$ cat src/rtl/c3zpc_pkg.sv
// Shared constants, types and helpers for the 3x3 convolution block.
package c3zpc_pkg;
	localparam int WidthMax = 1024;
	localparam int ColW = $clog2(WidthMax);
	localparam int AddrW = ColW + 1;
	localparam int SumW = 30;

	typedef enum logic [2:0] {
		REG_KERNEL = 3'd0,
		REG_DIVISOR = 3'd1,
		REG_OFFSET = 3'd2,
		REG_MAX = 3'd3,
		REG_WIDTH = 3'd4,
		REG_HEIGHT = 3'd5
	} reg_idx_t;

	// One pending result request for the filter datapath
	typedef struct packed {
		logic [2:0] dr;
		logic [2:0] dc;
		logic [15:0] orow;
		logic [ColW-1:0] ocol;
		logic last;
	} job_t;

	// Sign-extend coefficient k from the packed kernel word
	function automatic logic signed [6:0] coeff(input logic [62:0] kw, input int k);
		coeff = signed'(kw[7*k +: 7]);
	endfunction
endpackage

$ cat src/rtl/c3zpc_div.sv
// Iterative signed divide (truncating toward zero) with offset add and clamp.
module c3zpc_div (
	input logic clk,
	input logic arst_n,
	input logic start,
	input logic signed [c3zpc_pkg::SumW-1:0] sum,
	input logic [7:0] divisor,
	input logic signed [10:0] offset,
	input logic [15:0] clamp_max,
	output logic busy,
	output logic done,
	output logic [15:0] result
);
	localparam int MagW = c3zpc_pkg::SumW;
	localparam int CntW = $clog2(MagW + 1);

	logic [MagW-1:0] quo_q;
	logic [8:0] rem_q;
	logic [7:0] div_q;
	logic neg_q;
	logic [CntW-1:0] cnt_q;
	logic run_q;
	logic [8:0] trial;
	logic [8:0] rem_sh;
	logic signed [MagW+1:0] q_s;
	logic signed [MagW+1:0] res;

	assign rem_sh = {rem_q[7:0], quo_q[MagW-1]};
	assign trial = rem_sh - {1'b0, div_q};

	// Restoring division, one quotient bit a cycle
	always_ff @(posedge clk or negedge arst_n) begin
		if (!arst_n) begin
			run_q <= 1'b0;
			done <= 1'b0;
			cnt_q <= '0;
			quo_q <= '0;
			rem_q <= '0;
			div_q <= 8'd1;
			neg_q <= 1'b0;
		end else begin
			done <= 1'b0;
			if (start) begin
				run_q <= 1'b1;
				cnt_q <= CntW'(MagW);
				rem_q <= '0;
				neg_q <= sum[MagW-1];
				quo_q <= sum[MagW-1] ? MagW'(-sum) : MagW'(sum);
				div_q <= (divisor == 8'd0) ? 8'd1 : divisor;
			end else if (run_q) begin
				if (!trial[8]) begin
					rem_q <= trial;
					quo_q <= {quo_q[MagW-2:0], 1'b1};
				end else begin
					rem_q <= rem_sh;
					quo_q <= {quo_q[MagW-2:0], 1'b0};
				end
				cnt_q <= cnt_q - 1'b1;
				if (cnt_q == CntW'(1)) begin
					run_q <= 1'b0;
					done <= 1'b1;
				end
			end
		end
	end

	// Sign, offset and clamp on the finished quotient
	always_comb begin
		q_s = neg_q ? -$signed({2'b00, quo_q}) : $signed({2'b00, quo_q});
		res = q_s + (MagW+2)'(offset);
		if (res < 0) result = 16'd0;
		else if (res > $signed({{(MagW-14){1'b0}}, clamp_max})) result = clamp_max;
		else result = res[15:0];
	end

	assign busy = run_q || start;

	assert property (@(posedge clk) disable iff (!arst_n) done |-> !run_q)
		else $error("divider done while running");
	assert property (@(posedge clk) disable iff (!arst_n) start |=> run_q)
		else $error("divider did not start");
	assert property (@(posedge clk) disable iff (!arst_n) done |=> !done)
		else $error("divider done held two cycles");
endmodule

$ cat config.mk
export PLATFORM = sky130hd
export DESIGN_NAME = c3zpc_div
export DESIGN_NICKNAME = d
export VERILOG_FILES = /design/src/rtl/c3zpc_pkg.sv /design/src/rtl/c3zpc_div.sv
export SDC_FILE = /design/constraint.sdc
export NUM_CORES = 1
export LEC_CHECK = 0
export BUFFER_PORTS_ARGS = -buffer_cell sky130_fd_sc_hd__buf_4
export CAP_MARGIN = 10
export CORE_ASPECT_RATIO = 1.5
export CORE_MARGIN = 4
export CORE_UTILIZATION = 30
export CTS_BUF_LIST = sky130_fd_sc_hd__clkbuf_4 sky130_fd_sc_hd__clkbuf_8
export CTS_CLUSTER_SIZE = 14
export DETAILED_ROUTE_END_ITERATION = 8
export PLACE_DENSITY_LB_ADDON = 0.05
export REMOVE_ABC_BUFFERS = 1
export SLEW_MARGIN = 0
export SYNTH_ARGS = -nofsm -noshare
export SYNTH_HDL_FRONTEND = slang
export SYNTH_SLANG_ARGS = --single-unit
export TNS_END_PERCENT = 10
$ cat constraint.sdc
create_clock -name clk -period 5.9 [get_ports clk]
set_input_delay 0.59 -clock clk [delete_from_list [all_inputs] [get_ports clk]]
set_output_delay 0.59 -clock clk [all_outputs]
set_load 0.03 [all_outputs]
==> run summary <==
RUN STATUS
----------------------------------------------------------------------------
Result of the run .............................................    completed

CRITICAL PATH
----------------------------------------------------------------------------
Buf/Inv on CP .................................................            3
Required arrival time at the worst endpoint ...................      5.31 ns
CP Capture Type ...............................................  output port
Slowest cell on the critical path .............................        or4_4
Stages on the worst setup path ................................           25
Crit path DAT .................................................      5.27 ns
Top cell family by delay on the critical path ................. simple AND/OR/NAND/NOR gates
Top cell by count, worst path .................................         ha_1
Peak fanout along the critical path ...........................           16
Critical Path Source Type .....................................         flop
Cell count of the worst reg-to-reg path .......................           12
Largest stage delay on the critical path ......................      0.54 ns
Critical Setup Path Class ..................................... flop to output port

STA
----------------------------------------------------------------------------
Unrepaired setup endpoints after global routing ...............         true
Min setup slack post-route ....................................   0.03643 ns
Transition time of the tightest slew-check pin ................     1.132 ns
Number of hold violations in the final report .................            0
Max Slew Vio Count ............................................            0
Fraction of the cycle the final worst path needs ..............       0.9938
Highest clock rate ............................................    170.5 MHz
Shortest clock period the worst path allows after layout ......     5.864 ns
Final hold slack ..............................................    0.3058 ns
Normalized max-slew margin ....................................       0.2398
Final clock skew ..............................................  0.005667 ns
Total Negative Setup Slacks ...................................         0 ns
Setup-violating endpoint count in the final report ............            0

ROUTING
----------------------------------------------------------------------------
Number of iterations in the first detailed-routing pass .......            4
WL final ......................................................     21000 um
Average vias per placed instance ..............................        5.250
WL/cell .......................................................     16.35 um
Iter 0 DRT Violations .........................................          215
Post-route DRC violation count ................................            0
Total number of vias ..........................................         6741
Detail Route Antenna Nets .....................................            0

PWR
----------------------------------------------------------------------------
Switching power share of the total ............................       0.4578
Power density of the placed cells ............................. 285.3 nW/um2
Part of the power in registers ................................        0.197
Switching Power ...............................................     1.125 mW
Power share of the clock group ................................        0.108
Internal ......................................................     1.332 mW
Pwr Total .....................................................     2.457 mW
Worst IR Drop VDD .............................................  0.0001262 V
Standby leakage power .........................................     3.814 nW
Portion of total power attributed to combinational logic ......        0.695

FINAL LAYOUT
----------------------------------------------------------------------------
Final design area excluding fillers ...........................     8612 um2
Share of the core filled with cells in the final layout .......       0.3833
Fraction of layout instances using a drive strength above 1 ...       0.2262
Ant. Diodes ...................................................            0
Top library cells by usage in the layout, fill and taps aside . buf_4, nand2_1, o21ai_0
Commonest non-fill, non-tap cell in the layout ................        buf_4
Number of fill cells in the layout ............................         2427
Layout Nets ...................................................         1140
Non-filler instance count after layout ........................         1284
Area growth syn-to-layout .....................................       25.30%

LOGIC SYNTHESIS
----------------------------------------------------------------------------
Synth unique cells ............................................           78
Post-Synthesis Cells ..........................................          887
Sequential cell area fraction in the yosys report .............       0.1968
Mapped Area ...................................................     6873 um2
Post-synth EDFFs ..............................................            0
Count of yosys warnings during synthesis ......................            0
Dominant register cell in the synthesized netlist .............      dfrtp_1
Count of state elements after synthesis .......................           54
Syn_area_per_cell .............................................    7.748 um2
Asr flop ratio synth ..........................................        1.000

FLOORPLANNING
----------------------------------------------------------------------------
Die Footprint .................................................    25450 um2
Die height ....................................................     193.4 um
Number of standard-cell rows in the floorplan .................           67
Die Span X ....................................................     131.6 um
Area of the core ..............................................    22470 um2
Top-level port count ..........................................           86
Initial standard-cell utilization of the core .................       0.3059

GLOBAL ROUTING
----------------------------------------------------------------------------
Aggregate global-route resource usage .........................       0.1639
Global-route wire length before repair ........................     35300 um
Initial antenna violation count ...............................            0
Maximum number of pins on one net before global-route repair ..           56
Gr ovfl total .................................................            0
Number of global-route vias before repair .....................         6996

CLOCKING
----------------------------------------------------------------------------
Max Root-Sink Buffers .........................................            2
Worst-path clk slew ...........................................      0.10 ns
Deepest level of the CTS H-tree ...............................            2
Hold-fix buffers at CTS .......................................            0
CTS tree ......................................................         done
Cell at the root of the clock tree ............................     clkbuf_8
Worst-Skew Late Latency .......................................      0.32 ns
Number of buffers created by CTS ..............................            5
Sink count of the clock tree ..................................           54

PLACED DESIGN
----------------------------------------------------------------------------
Number of port buffers ........................................           85
Total placed cells including tap cells ........................         1261
Post-placement setup slack ....................................   0.04676 ns
Final HPWL DP .................................................     16820 um
Post-place instance area ......................................     8155 um2
Final RePlAce weighted congestion .............................       0.8100

FLOW RUN
----------------------------------------------------------------------------
Max-cap check violation count .................................            0

WORST HOLD PATH
----------------------------------------------------------------------------
Path class of the lowest-slack min-delay path ................. primary input to asynchronous set/reset pin

[power groups by stage]
stage                     registers (mW)  logic, mW  clock network (mW)
final                              0.484       1.71               0.264
after global routing               0.495       1.91               0.287
after CTS                          0.484       1.72               0.279
after detailed placement           0.486       1.61                   0
after global placement             0.487       1.61                   0
after floorplan                    0.475       1.02                   0
[logic make-up after synthesis]
kind of cell / synth area share
muxes: 0.04533
adders and majority gates: 0.1205
buffers and inverters: 0.06135
DFF: 0.1968
AOI/OAI and AO/OA: 0.2653
and+or+nand+nor: 0.2103
xor gates and xnor gates: 0.1005
[worst paths after layout]
check,start,end,slack (ns)
max,quo_q[0],result[11],0.04
max reg2reg,quo_q[29],rem_q[3],2.50
min reg2reg,div_q[0],div_q[0],0.51
min in group clk,divisor[3],div_q[3],0.48
max in group asynchronous,arst_n,run_q,5.03
min,arst_n,div_q[1],0.31
[layer usage]
layer	share of wire	GRT usage	vias up
met2	0.55	0.3296	76
met4	0.017	0.03970	0
li1	-	-	3492
met3	0.022	0.01351	14
met1	0.41	0.1825	3159
met5	0	0	-
[synthesized netlist by cell type, types with 6 or more instances]
| cell type | n | area (um2) |
|---|---|---|
| a211oi_1 | 6 | 45.04 |
| a21o_1 | 11 | 82.58 |
| a21oi_1 | 64 | 320.3 |
| a311oi_1 | 8 | 70.07 |
| and2_1 | 6 | 37.54 |
| buf_1 | 6 | 22.52 |
| buf_2 | 9 | 45.04 |
| clkbuf_1 | 26 | 97.59 |
| dfrtp_1 | 53 | 1326 |
| ha_1 | 63 | 788.3 |
| inv_1 | 53 | 198.9 |
| mux2i_1 | 30 | 300.3 |
| nand2_1 | 104 | 390.4 |
| nand2b_1 | 11 | 68.82 |
| nand3_1 | 19 | 95.09 |
| nand4_1 | 26 | 162.7 |
| nor2_1 | 42 | 157.7 |
| nor2b_1 | 8 | 50.05 |
| nor3_1 | 15 | 75.07 |
| nor4_1 | 10 | 62.56 |
| o21a_1 | 11 | 82.58 |
| o21ai_0 | 78 | 390.4 |
| o31ai_1 | 34 | 255.2 |
| o41ai_1 | 8 | 70.07 |
| or3_1 | 7 | 43.79 |
| or4_1 | 8 | 60.06 |
| xnor2_1 | 69 | 604.3 |
| xor2_1 | 8 | 70.07 |
[state kept, by name, summed over array words and instances, names as in the netlist]
register / cells
quo_q: 30
div_q: 8
rem_q: 8
cnt_q: 5
done: 1
neg_q: 1
run_q: 1
[timing repair]
action	in CTS	in global routing
pin swaps	24	2
setup endpoints to repair	16	16
cloned	1	0
buffers inserted	15	0
resized for setup	41	9
[layout make-up]
class                   instances  area (um2)  share of cell area
multi-input cells             732        5289              0.6141
flip-flops and latches         54        1354              0.1572
repair buffers                161        1311              0.1523
well taps                     276       345.3             0.04010
clock inverters                 2       37.54            0.004359
inverters                      53       198.9             0.02310
clock buffers                   6       76.32            0.008862
No activity file was read; power rests on OpenSTA's default activity.
